<file path="config.mk">
export PLATFORM = sky130hd
export DESIGN_NAME = uart_ring_fifos_odd_parity
export DESIGN_NICKNAME = d
export VERILOG_FILES = /design/src/hw/rtl/urf_pkg.sv /design/src/hw/rtl/urf_ram.sv /design/src/hw/rtl/urf_ctrl.sv /design/src/hw/rtl/uart_ring_fifos_odd_parity.sv
export SDC_FILE = /design/constraint.sdc
export NUM_CORES = 2
export LEC_CHECK = 0
export BUFFER_PORTS_ARGS = -buffer_cell sky130_fd_sc_hd__buf_2
export CAP_MARGIN = 20
export CORE_MARGIN = 2
export CORE_UTILIZATION = 66
export DETAILED_ROUTE_END_ITERATION = 8
export HOLD_SLACK_MARGIN = 0.12
export PLACE_DENSITY = 0.79
export SETUP_SLACK_MARGIN = 0.3
export SKIP_CTS_REPAIR_TIMING = 1
export SLEW_MARGIN = 20
export SYNTH_ARGS = -nofsm -noshare
export SYNTH_HDL_FRONTEND = slang
export SYNTH_SLANG_ARGS = --single-unit
</file>
<file path="constraint.sdc">
create_clock -name clock -period 12.2 [get_ports clock]
set_input_delay 0 -clock clock [delete_from_list [all_inputs] [get_ports clock]]
set_output_delay 0 -clock clock [all_outputs]
set_load 0.005 [all_outputs]
</file>
<file path="src/hw/rtl/urf_pkg.sv">
// shared types, constants and helpers for the serial port ring buffer block
// no dependencies; imported by urf_ctrl and the top level (urf_ram does not use it)
package urf_pkg;

   // ring sizes and derived widths
   localparam int RX_DEPTH = 128;
   localparam int TX_DEPTH = 128;
   localparam int RX_PW    = $clog2(RX_DEPTH);
   localparam int TX_PW    = $clog2(TX_DEPTH);
   localparam int BYTE_W   = 8;
   localparam int LEVEL_W  = 7;
   localparam int FILL_W   = 9;

   // opcodes
   localparam logic [1:0] OP_LINE_RX    = 2'd0;
   localparam logic [1:0] OP_LINE_READY = 2'd1;
   localparam logic [1:0] OP_HOST_READ  = 2'd2;
   localparam logic [1:0] OP_HOST_WRITE = 2'd3;

   // status codes
   localparam logic [1:0] ST_OK     = 2'd0;
   localparam logic [1:0] ST_PARITY = 2'd1;
   localparam logic [1:0] ST_FULL   = 2'd2;
   localparam logic [1:0] ST_EMPTY  = 2'd3;

   typedef struct packed {
      logic [1:0]        opcode;
      logic [BYTE_W-1:0] data_byte;
      logic              ninth_bit;
   } req_type;

   typedef struct packed {
      logic [1:0]         status;
      logic [BYTE_W-1:0]  read_data;
      logic               line_send;
      logic [BYTE_W-1:0]  line_data;
      logic               line_ninth_bit;
      logic [LEVEL_W-1:0] rx_level;
      logic [LEVEL_W-1:0] tx_level;
   } rsp_type;

   // memory commands from the pointer logic
   typedef struct packed {
      logic             wr_en;
      logic [RX_PW-1:0] wr_addr;
      logic             rd_en;
      logic [RX_PW-1:0] rd_addr;
   } rx_cmd_type;

   typedef struct packed {
      logic             wr_en;
      logic [TX_PW-1:0] wr_addr;
      logic             rd_en;
      logic [TX_PW-1:0] rd_addr;
   } tx_cmd_type;

   // item in flight while the memory read completes
   typedef struct packed {
      logic [1:0]         status;
      logic               rx_rd;
      logic               tx_rd;
      logic               bypass;
      logic [BYTE_W-1:0]  data_byte;
      logic [LEVEL_W-1:0] rx_level;
      logic [LEVEL_W-1:0] tx_level;
   } pend_type;

   // bytes waiting in a ring, masked to the level width
   function automatic logic [LEVEL_W-1:0] fill_level(input logic [FILL_W-1:0] head,
                                                     input logic [FILL_W-1:0] tail,
                                                     input logic [FILL_W-1:0] depth);
      logic [FILL_W-1:0] fill;
      if (head >= tail) fill = head - tail;
      else              fill = head + depth - tail;
      return fill[LEVEL_W-1:0];
   endfunction

endpackage

</file>
<file path="src/hw/rtl/urf_ram.sv">
// generic single write port, single read port ram with registered read
// no dependencies
module urf_ram #(
   parameter int WIDTH = 8,
   parameter int DEPTH = 128
) (
   input  logic                     clock,
   input  logic                     wr_en,
   input  logic [$clog2(DEPTH)-1:0] wr_addr,
   input  logic [WIDTH-1:0]         wr_data,
   input  logic                     rd_en,
   input  logic [$clog2(DEPTH)-1:0] rd_addr,
   output logic [WIDTH-1:0]         rd_data
);

   logic [WIDTH-1:0] mem_ff [DEPTH];
   logic [WIDTH-1:0] rd_data_ff;

   // write and registered read, read data holds when not enabled
   always_ff @(posedge clock) begin
      if (wr_en) mem_ff[wr_addr] <= wr_data;
      if (rd_en) rd_data_ff <= mem_ff[rd_addr];
   end

   assign rd_data = rd_data_ff;

endmodule

</file>
<file path="src/hw/rtl/urf_ctrl.sv">
// ring pointers for both rings, per-item decision and memory commands
// depends on urf_pkg
module urf_ctrl import urf_pkg::*; (
   input  logic       clock,
   input  logic       reset,
   input  logic       accept,
   input  req_type    req,
   output rx_cmd_type rx_cmd,
   output tx_cmd_type tx_cmd,
   output pend_type   pend_in
);

   logic [RX_PW-1:0] rx_head_ff, rx_head_in, rx_tail_ff, rx_tail_in;
   logic [TX_PW-1:0] tx_head_ff, tx_head_in, tx_tail_ff, tx_tail_in;
   logic [RX_PW-1:0] rx_head_nx, rx_tail_nx;
   logic [TX_PW-1:0] tx_head_nx, tx_tail_nx;
   logic             parity_odd;

   // wrapped increments
   always_comb begin
      rx_head_nx = (rx_head_ff == RX_PW'(RX_DEPTH - 1)) ? '0 : rx_head_ff + 1'b1;
      rx_tail_nx = (rx_tail_ff == RX_PW'(RX_DEPTH - 1)) ? '0 : rx_tail_ff + 1'b1;
      tx_head_nx = (tx_head_ff == TX_PW'(TX_DEPTH - 1)) ? '0 : tx_head_ff + 1'b1;
      tx_tail_nx = (tx_tail_ff == TX_PW'(TX_DEPTH - 1)) ? '0 : tx_tail_ff + 1'b1;
   end

   assign parity_odd = ^{req.ninth_bit, req.data_byte};

   // decide the item and drive the memories
   always_comb begin
      rx_head_in = rx_head_ff;
      rx_tail_in = rx_tail_ff;
      tx_head_in = tx_head_ff;
      tx_tail_in = tx_tail_ff;
      rx_cmd     = '{wr_en: 1'b0, wr_addr: rx_head_ff, rd_en: 1'b0, rd_addr: rx_tail_ff};
      tx_cmd     = '{wr_en: 1'b0, wr_addr: tx_head_ff, rd_en: 1'b0, rd_addr: tx_tail_ff};
      pend_in           = '0;
      pend_in.status    = ST_OK;
      pend_in.data_byte = req.data_byte;
      case (req.opcode)
         OP_LINE_RX: begin
            if (!parity_odd) begin
               pend_in.status = ST_PARITY;
            end else if (rx_head_nx == rx_tail_ff) begin
               pend_in.status = ST_FULL;
            end else begin
               rx_cmd.wr_en = accept;
               rx_head_in   = rx_head_nx;
            end
         end
         OP_LINE_READY: begin
            if (tx_tail_ff == tx_head_ff) begin
               pend_in.status = ST_EMPTY;
            end else begin
               tx_cmd.rd_en  = accept;
               pend_in.tx_rd = 1'b1;
               tx_tail_in    = tx_tail_nx;
            end
         end
         OP_HOST_READ: begin
            if (rx_tail_ff == rx_head_ff) begin
               pend_in.status = ST_EMPTY;
            end else begin
               rx_cmd.rd_en  = accept;
               pend_in.rx_rd = 1'b1;
               rx_tail_in    = rx_tail_nx;
            end
         end
         default: begin
            if (tx_head_nx == tx_tail_ff) begin
               pend_in.status = ST_FULL;
            end else begin
               tx_cmd.wr_en = accept;
               tx_head_in   = tx_head_nx;
               // empty ring: the byte goes straight to the line
               if (tx_head_ff == tx_tail_ff) begin
                  pend_in.bypass = 1'b1;
                  tx_tail_in     = tx_tail_nx;
               end
            end
         end
      endcase
      pend_in.rx_level = fill_level(FILL_W'(rx_head_in), FILL_W'(rx_tail_in),
                                    FILL_W'(RX_DEPTH));
      pend_in.tx_level = fill_level(FILL_W'(tx_head_in), FILL_W'(tx_tail_in),
                                    FILL_W'(TX_DEPTH));
   end

   // pointer registers
   always_ff @(posedge clock) begin
      if (reset) begin
         rx_head_ff <= '0;
         rx_tail_ff <= '0;
         tx_head_ff <= '0;
         tx_tail_ff <= '0;
      end else if (accept) begin
         rx_head_ff <= rx_head_in;
         rx_tail_ff <= rx_tail_in;
         tx_head_ff <= tx_head_in;
         tx_tail_ff <= tx_tail_in;
      end
   end

endmodule

</file>
<file path="src/hw/rtl/uart_ring_fifos_odd_parity.sv">
// top level of the serial port ring buffer block: rings, read stage, output register
// depends on urf_pkg, urf_ram and urf_ctrl
//
//   channel  handshake            payload    direction
//   req      req_valid/req_stall  req_data   in,  one event item
//   rsp      rsp_valid/rsp_stall  rsp_data   out, one result item per event
//
// one item per cycle when the result side keeps up; an accepted item is
// registered in the read stage, then its result in the output register.
// the ring stores are not cleared; reset zeroes the four pointers and the two valid bits only.
// a stalled result holds in the output register while one more item is
// taken into the read stage, then the input stalls.
module uart_ring_fifos_odd_parity import urf_pkg::*; (
   input  logic    clock,
   input  logic    reset,
   input  logic    req_valid,
   output logic    req_stall,
   input  req_type req_data,
   output logic    rsp_valid,
   input  logic    rsp_stall,
   output rsp_type rsp_data
);

   rx_cmd_type        rx_cmd;
   tx_cmd_type        tx_cmd;
   pend_type          pend_in, pend_ff;
   logic              pend_valid_ff, pend_valid_in;
   logic              rsp_valid_ff, rsp_valid_in;
   rsp_type           rsp_ff, rsp_in;
   logic [BYTE_W-1:0] rx_rd_data, tx_rd_data, line_byte;
   logic              accept, out_free, advance, send;

   // handshake
   assign out_free  = !rsp_valid_ff || !rsp_stall;
   assign advance   = pend_valid_ff && out_free;
   assign req_stall = pend_valid_ff && !out_free;
   assign accept    = req_valid && !req_stall;

   urf_ctrl u_ctrl (
      .clock   (clock),
      .reset   (reset),
      .accept  (accept),
      .req     (req_data),
      .rx_cmd  (rx_cmd),
      .tx_cmd  (tx_cmd),
      .pend_in (pend_in)
   );

   urf_ram #(.WIDTH(BYTE_W), .DEPTH(RX_DEPTH)) u_rx_ram (
      .clock   (clock),
      .wr_en   (rx_cmd.wr_en),
      .wr_addr (rx_cmd.wr_addr),
      .wr_data (req_data.data_byte),
      .rd_en   (rx_cmd.rd_en),
      .rd_addr (rx_cmd.rd_addr),
      .rd_data (rx_rd_data)
   );

   urf_ram #(.WIDTH(BYTE_W), .DEPTH(TX_DEPTH)) u_tx_ram (
      .clock   (clock),
      .wr_en   (tx_cmd.wr_en),
      .wr_addr (tx_cmd.wr_addr),
      .wr_data (req_data.data_byte),
      .rd_en   (tx_cmd.rd_en),
      .rd_addr (tx_cmd.rd_addr),
      .rd_data (tx_rd_data)
   );

   // build the result from the read stage and the ram outputs
   always_comb begin
      send      = pend_ff.bypass || pend_ff.tx_rd;
      line_byte = pend_ff.bypass ? pend_ff.data_byte :
                  (pend_ff.tx_rd ? tx_rd_data : '0);
      rsp_in.status         = pend_ff.status;
      rsp_in.read_data      = pend_ff.rx_rd ? rx_rd_data : '0;
      rsp_in.line_send      = send;
      rsp_in.line_data      = line_byte;
      rsp_in.line_ninth_bit = send && !(^line_byte);
      rsp_in.rx_level       = pend_ff.rx_level;
      rsp_in.tx_level       = pend_ff.tx_level;
   end

   // valid bits of the read stage and output register
   always_comb begin
      pend_valid_in = accept || (pend_valid_ff && !advance);
      rsp_valid_in  = advance || (rsp_valid_ff && rsp_stall);
   end

   always_ff @(posedge clock) begin
      if (reset) begin
         pend_valid_ff <= 1'b0;
         rsp_valid_ff  <= 1'b0;
      end else begin
         pend_valid_ff <= pend_valid_in;
         rsp_valid_ff  <= rsp_valid_in;
      end
   end

   // payload registers
   always_ff @(posedge clock) begin
      if (accept)  pend_ff <= pend_in;
      if (advance) rsp_ff  <= rsp_in;
   end

   assign rsp_valid = rsp_valid_ff;
   assign rsp_data  = rsp_ff;

`ifndef SYNTHESIS
   // an accepted item always reaches the read stage
   a_accept_to_pend: assert property (@(posedge clock) disable iff (reset)
      accept |=> pend_valid_ff)
      else $error("accepted item missing from read stage");

   // a line send only comes with an ok status
   a_send_ok: assert property (@(posedge clock) disable iff (reset)
      (rsp_valid && rsp_data.line_send) |-> (rsp_data.status == ST_OK))
      else $error("line send with error status");

   // no line send means zero line fields
   a_idle_line: assert property (@(posedge clock) disable iff (reset)
      (rsp_valid && !rsp_data.line_send) |->
         (rsp_data.line_data == '0 && !rsp_data.line_ninth_bit))
      else $error("line fields set without a send");

   // the read stage never holds two items: a stalled output blocks the input
   a_no_overrun: assert property (@(posedge clock) disable iff (reset)
      (pend_valid_ff && rsp_valid_ff && rsp_stall) |-> !accept)
      else $error("item accepted while read stage is blocked");
`endif

endmodule
</file>
-- Word-level counts from Yosys, hierarchy flattened
Memory sizes are Yosys's and may differ from the RTL's. A register that Yosys moved wholly into a read port is not among the register bits.
Cells that the tools add are included.
- $add $sub $neg: 10
- order comparisons: 2
- equal/unequal tests: 11
- multiplexer cells: 41
- reduce and logical (&&, ||, !) cells: 22
- operators by type and width (operator ; count):
    2-to-1 mux 7 bit ; 16
    adder 7 x 1 -> 7 bit (second input constant) ; 6
    equality test 7 bit ; 5
    equality test 7 bit (second input constant) ; 4
    subtractor 7 bit ; 4
    2-to-1 mux 1 bit ; 16
    2-to-1 mux 8 bit ; 2
    greater-or-equal comparator 7 bit ; 2
    one-hot mux 7 bit (2 select lines) ; 1
    2-to-1 mux 2 bit ; 5
    parity 9 bit ; 1
    parity 8 bit ; 1
    logical AND 1 bit ; 6
    logical NOT 1 bit ; 6
    one-hot mux 2 bit (3 select lines) ; 1
    logical OR 1 bit ; 4
    OR reduction 4 bit ; 1
    OR reduction 3 bit ; 1
    equality test 2 x 1 -> 1 bit (second input constant) ; 1
    equality test 2 bit (second input constant) ; 1
    logical NOT 2 bit ; 1
    OR reduction 2 bit ; 1
- bits in registers: 91
- memory bits (writable): 2048
- input port bits: 15
- output and inout bits: 36
- logic and storage cells: 108
- memories: 2
- memories (memory ; words ; bits a word ; rd ports ; clocked after Yosys merged registers in ; write ports ; line ; RTL):
    u_rx_ram.mem_ff ; 128 ; 8 ; 1 ; 1 ; 1 ; urf_ram.sv:16 ; logic [WIDTH-1:0] mem_ff [DEPTH];
    u_tx_ram.mem_ff ; 128 ; 8 ; 1 ; 1 ; 1 ; urf_ram.sv:16 ;

-- Depth between registers and ports, before layout
- word-level depth: 11
- mapped depth: 18
- gate-level depth less buffers: 17

-- Cells and area by module
Synthesis repeated with hierarchy kept, for this count alone.
- cell total of the unflattened synthesis: 3802
- area total of the unflattened synthesis: 84912.7 sq um
- modules (own cells, without submodules) (module ; instances ; cells an instance ; area an instance (sq um) ; sequential area each (sq um)):
    urf_ram ; 2 ; 1635 ; 39745.6 ; 30989.7
    urf_ctrl ; 1 ; 424 ; 3213.1 ; 560.5
    uart_ring_fifos_odd_parity ; 1 ; 108 ; 2208.4 ; 1871.8

-- Worst setup path before layout
Ideal clock, no wire load.
- kind: register to register
- start point: register u_ctrl.rx_head_ff[0]
- end point: register pend_ff[12] (netlist name), data pin
- setup time: 0.195 ns
- data arrival time: 3.869 ns
- required time: 12.005 ns
- path slack: 8.136 ns
- cell stages (with the launch flop): 15
- path buffers: 0
- clock period less this slack: 4.064 ns
- cell sequence: dfxtp_1 > ha_1 > xor2_1 > a31oi_1 > o2111ai_1 > or4_1 > o31ai_2 > mux2i_1 > inv_1 > ha_1 > a21oi_1 > nor3_1 > a221oi_1 > nand3_1 > o311ai_0
- RTL lines (item ; line ; RTL):
    from (decl) ; urf_ctrl.sv:13 ; logic [RX_PW-1:0] rx_head_ff, rx_head_in, rx_tail_ff, rx_tail_in;
    from (signal assigned) ; urf_ctrl.sv:97 ; rx_head_ff <= rx_head_in;
    to (signal assigned) ; uart_ring_fifos_odd_parity.sv:101 ; if (accept) pend_ff <= pend_in;
    to (decl) ; uart_ring_fifos_odd_parity.sv:26 ; pend_type pend_in, pend_ff;

-- Worst setup path after layout
- start point: register u_ctrl.rx_tail_ff[5]
- end point: memory u_rx_ram.mem_ff[124][2], enable pin
- cells in the longest elaborated chain, start to end: 6
- ends and longest elaborated chain (item ; line ; RTL):
    from (decl) ; urf_ctrl.sv:13 ;
    from (signal assigned) ; urf_ctrl.sv:98 ; rx_tail_ff <= rx_tail_in;
    equality test 7 bit ; urf_ctrl.sv:44 ; end else if (rx_head_nx == rx_tail_ff) begin
    2-to-1 mux 1 bit ; urf_ctrl.sv:44 ;
    2-to-1 mux 1 bit ; urf_ctrl.sv:42 ; if (!parity_odd) begin
    2-to-1 mux 1 bit ; urf_ctrl.sv:40 ; case (req.opcode)
    2-to-1 mux 1 bit ; urf_ram.sv:21 ; if (wr_en) mem_ff[wr_addr] <= wr_data;
    2-to-1 mux 1 bit (not written as such) ; urf_ram.sv:21 ;
    to (decl) ; urf_ram.sv:16 ;
Every way passes these cells.

==> summary.txt <==
Clocking
  – Clock buffer depth: 3
  – Sink Count: 2155
  – Root Driver: clkbuf_16
  – H-tree depth reported by CTS: 4
  – CTS tree: built
  – Clock-pin slew on the worst setup and hold paths: 60 ps
  – CTS Buf Count: 200
  – Clk_lat worst skew: 850 ps

Run status
  – Status: finished, final reports clean

Detailed routing
  – DR iter-0 viols: 6389
  – Post-route ant nets: 0
  – Via/cell ratio: 7.14
  – DR WL/cell: 34.4 µm
  – Drc violations: 0
  – DRT Pass-1 Iters: 8
  – Routed via count: 42200
  – Routed WL: 203 mm

Die
  – Die Ht: 363 µm
  – IO Pins: 51
  – Die area: 0.132 mm²
  – Row count: 131
  – Die width: 363 µm
  – Initial Util: 66.6%
  – Core region area: 0.128 mm²

Global route
  – Global-route wire length before repair: 296 mm
  – Total congestion overflow: 0
  – Initial antenna violation count: 7
  – Vias in the first global route: 42100
  – GRT Total Usage: 31.5%
  – Largest net degree at the start of global routing: 193

Setup path
  – Crit-path max cell delay: 1130 ps
  – R2R setup slack: 6360 ps
  – CP max FO: 26
  – Crit path from: u_ctrl.rx_tail_ff[5]
  – Critical Path RT: 12660 ps
  – Critical-path top delay cell: nand3b_2
  – Worst Setup Path Type: reg -> reg
  – Crit path cell chain: clkinv_1 > o31ai_1 > a21oi_1 > o21ba_2 > a311oi_2 > nand3b_2 > nor2_1
  – Critical path capture point type: register
  – Reg2reg start: u_ctrl.rx_tail_ff[5]
  – CP arrival: 6310 ps
  – Startpoint types: register

Run
  – Max Cap Violations: 0

Pwr
  – Sw Share: 21.4%
  – Combinational power share: 4.8%
  – VDD IR-drop max: 0.168 mV
  – Leakage: 28.9 nW
  – Clk pwr share: 40.8%
  – Pwr/cell area: 160 mW/mm²
  – Final Total Pwr: 15.1 mW
  – Sequential power share: 54.4%
  – P_int: 11.9 mW
  – NetSw: 3.23 mW

Timing
  – Final Setup Violations: 0
  – Slew margin rel.: 22.6%
  – Fmax: 171 MHz
  – Final hold viol count: 0
  – Hold_ws: 139 ps
  – Tcrit/Tclk final: 47.9%
  – RSZ-0062 raised after global routing: no
  – Worst Slack Setup Final: 6360 ps
  – Final setup TNS: 0 ps
  – Fin crit period: 5840 ps
  – Final Max Slew Viols: 0
  – Clk_skew: 35.5 ps
  – Slew @ Worst Pin: 1160 ps

Final layout
  – Layout fillers: 6685
  – Area grow syn2layout: 11.0%
  – Nets: 4107
  – Layout cells sized above 1: 28.1%

Placement
  – Setup slack at placement: 6040 ps
  – IO Port Bufs: 50
  – HPWL after detailed placement: 113 mm
  – GPL Wtd Cong: 0.893

Logic synthesis
  – Top_reg_cell synth: edfxtp_1
  – Yosys reg bits: 2155
  – Syn nets: 3935
  – Mean post-synth cell area: 21.8 µm²
  – Yosys warns: 0
  – Asr flop ratio synth: 0%
  – Mapped Cells: 3902
  – Number of synthesized flops with an enable pin: 2125
  – Distinct cells, synth: 69
  – Post-synthesis cell area: 0.0850 mm²
  – Post-synthesis sequential area ratio: 75.7%

Hold path
  – Hold Crit Class: in -> reg
  – Worst hold start: req_data[8]
cells by family (layout without fill, tap and decap cells):
group	after synthesis	after routing	share of synthesized area, %
XOR/XNOR	57	57	0.652
buffers and inverters	260	601	1.33
flip-flops	2155	2155	75.7
AND/OR/NAND/NOR	507	507	2.75
multiplexers	718	718	17.7
adder cells (fa/ha/maj)	18	18	0.282
AO/OA/AOI/OAI	187	187	1.59
other	0	1	0
area by class of cell:
class | instances | area (µm²) | area share, %
Clock inverter | 126 | 1140 | 1.21
Inverter | 30 | 115 | 0.122
Tap cell | 1662 | 2080 | 2.20
Antenna cell | 1 | 2.50 | 0.00265
Sequential cell | 2155 | 64400 | 68.3
Timing Repair Buffer | 200 | 1600 | 1.69
Clock buffer | 245 | 5260 | 5.57
Multi-Input combinational cell | 1487 | 19800 | 20.9
path summary, 6_finish.rpt:
kind                                                 to  depth (start not counted)
worst max-delay path            u_rx_ram.mem_ff[124][2]                          7
worst min-delay path            u_rx_ram.mem_ff[101][7]                          2
worst min register to register              rsp_data[6]                          0
worst max register to register  u_rx_ram.mem_ff[124][2]                          7
Yosys cell counts (25+ instances only):
cell,n,area share (%)
nand2_1,73,0.32
mux2i_1,78,0.92
a21oi_1,36,0.21
xnor2_1,38,0.39
inv_1,26,0.11
o221ai_1,32,0.33
clkbuf_1,119,0.53
edfxtp_1,2125,75
nor3_1,131,0.77
dfxtp_1,30,0.71
nor2_1,201,0.89
nand3_1,27,0.16
buf_2,67,0.39
buf_1,25,0.11
mux4_2,624,17
worst max-delay path, delay by kind of cell, from the launching register on:
kind	cells	cell delay (ps)
buffers and inverters	1	820
and+or+nand+nor	2	2110
DFF	1	760
AOI/OAI and AO/OA	4	1740
flip-flops by register name, summed over array words and instances (netlist names), 7 cells and up:
register	count
u_ctrl.tx_head_ff	7
u_ctrl.tx_tail_ff	7
pend_ff	27
u_rx_ram.mem_ff	1024
u_ctrl.rx_head_ff	7
u_tx_ram.rd_data	8
u_ctrl.rx_tail_ff	7
u_rx_ram.rd_data	8
u_tx_ram.mem_ff	1024
rsp_data	34
power groups by stage:
| stage | sequential (mW) | clock (mW) | combinational (mW) |
|---|---|---|---|
| after global placement | 8.36 | 0 | 0.688 |
| after detailed placement | 8.36 | 0 | 0.706 |
| after CTS | 8.20 | 6.20 | 0.715 |
| after global routing | 8.20 | 6.45 | 0.760 |
| after floorplan | 8.33 | 0 | 0.420 |
| final | 8.21 | 6.16 | 0.725 |
cell usage in the layout, fill, tap and decap left out, drive strengths merged, types with 5 or more instances in the layout:
cell type    count
a211oi          21
a21o            12
a21oi           38
a22o             8
and2            12
buf            177
bufinv          16
clkbuf         250
clkinv          90
clkinvlp        12
dfxtp           30
dlygate4sd3     18
edfxtp        2125
ha              16
inv             38
mux2            16
mux2i           78
mux4           624
nand2           73
nand2b          16
nand3           29
nand3b           5
nand4            5
nor2           202
nor2b           13
nor3           131
o21ai           21
o221ai          32
o22ai           17
or3              6
xnor2           38
xor2            15
metal layers:
metal | part of all wire (%) | global-route usage, % | routed length, µm | vias up
li1 | - | - | - | 16800
met1 | 37 | 45.5 | 74900 | 22000
met2 | 49 | 49.2 | 98700 | 2997
met3 | 11 | 6.86 | 22700 | 424
met4 | 3.4 | 10.1 | 6990 | 10
met5 | 0.033 | 0 | 68 | -
stage by stage:
step	cell area [µm²]	instances	util (%)
5_1_grt	94400	5906	73.9
3_5_place_dp	87700	5513	68.7
6_report	94400	5906	73.9
3_3_place_gp	87500	5507	68.5
4_1_cts	94100	5884	73.7
2_1_floorplan	85000	3902	-
Note: power is estimated with default switching activity, not from simulation.
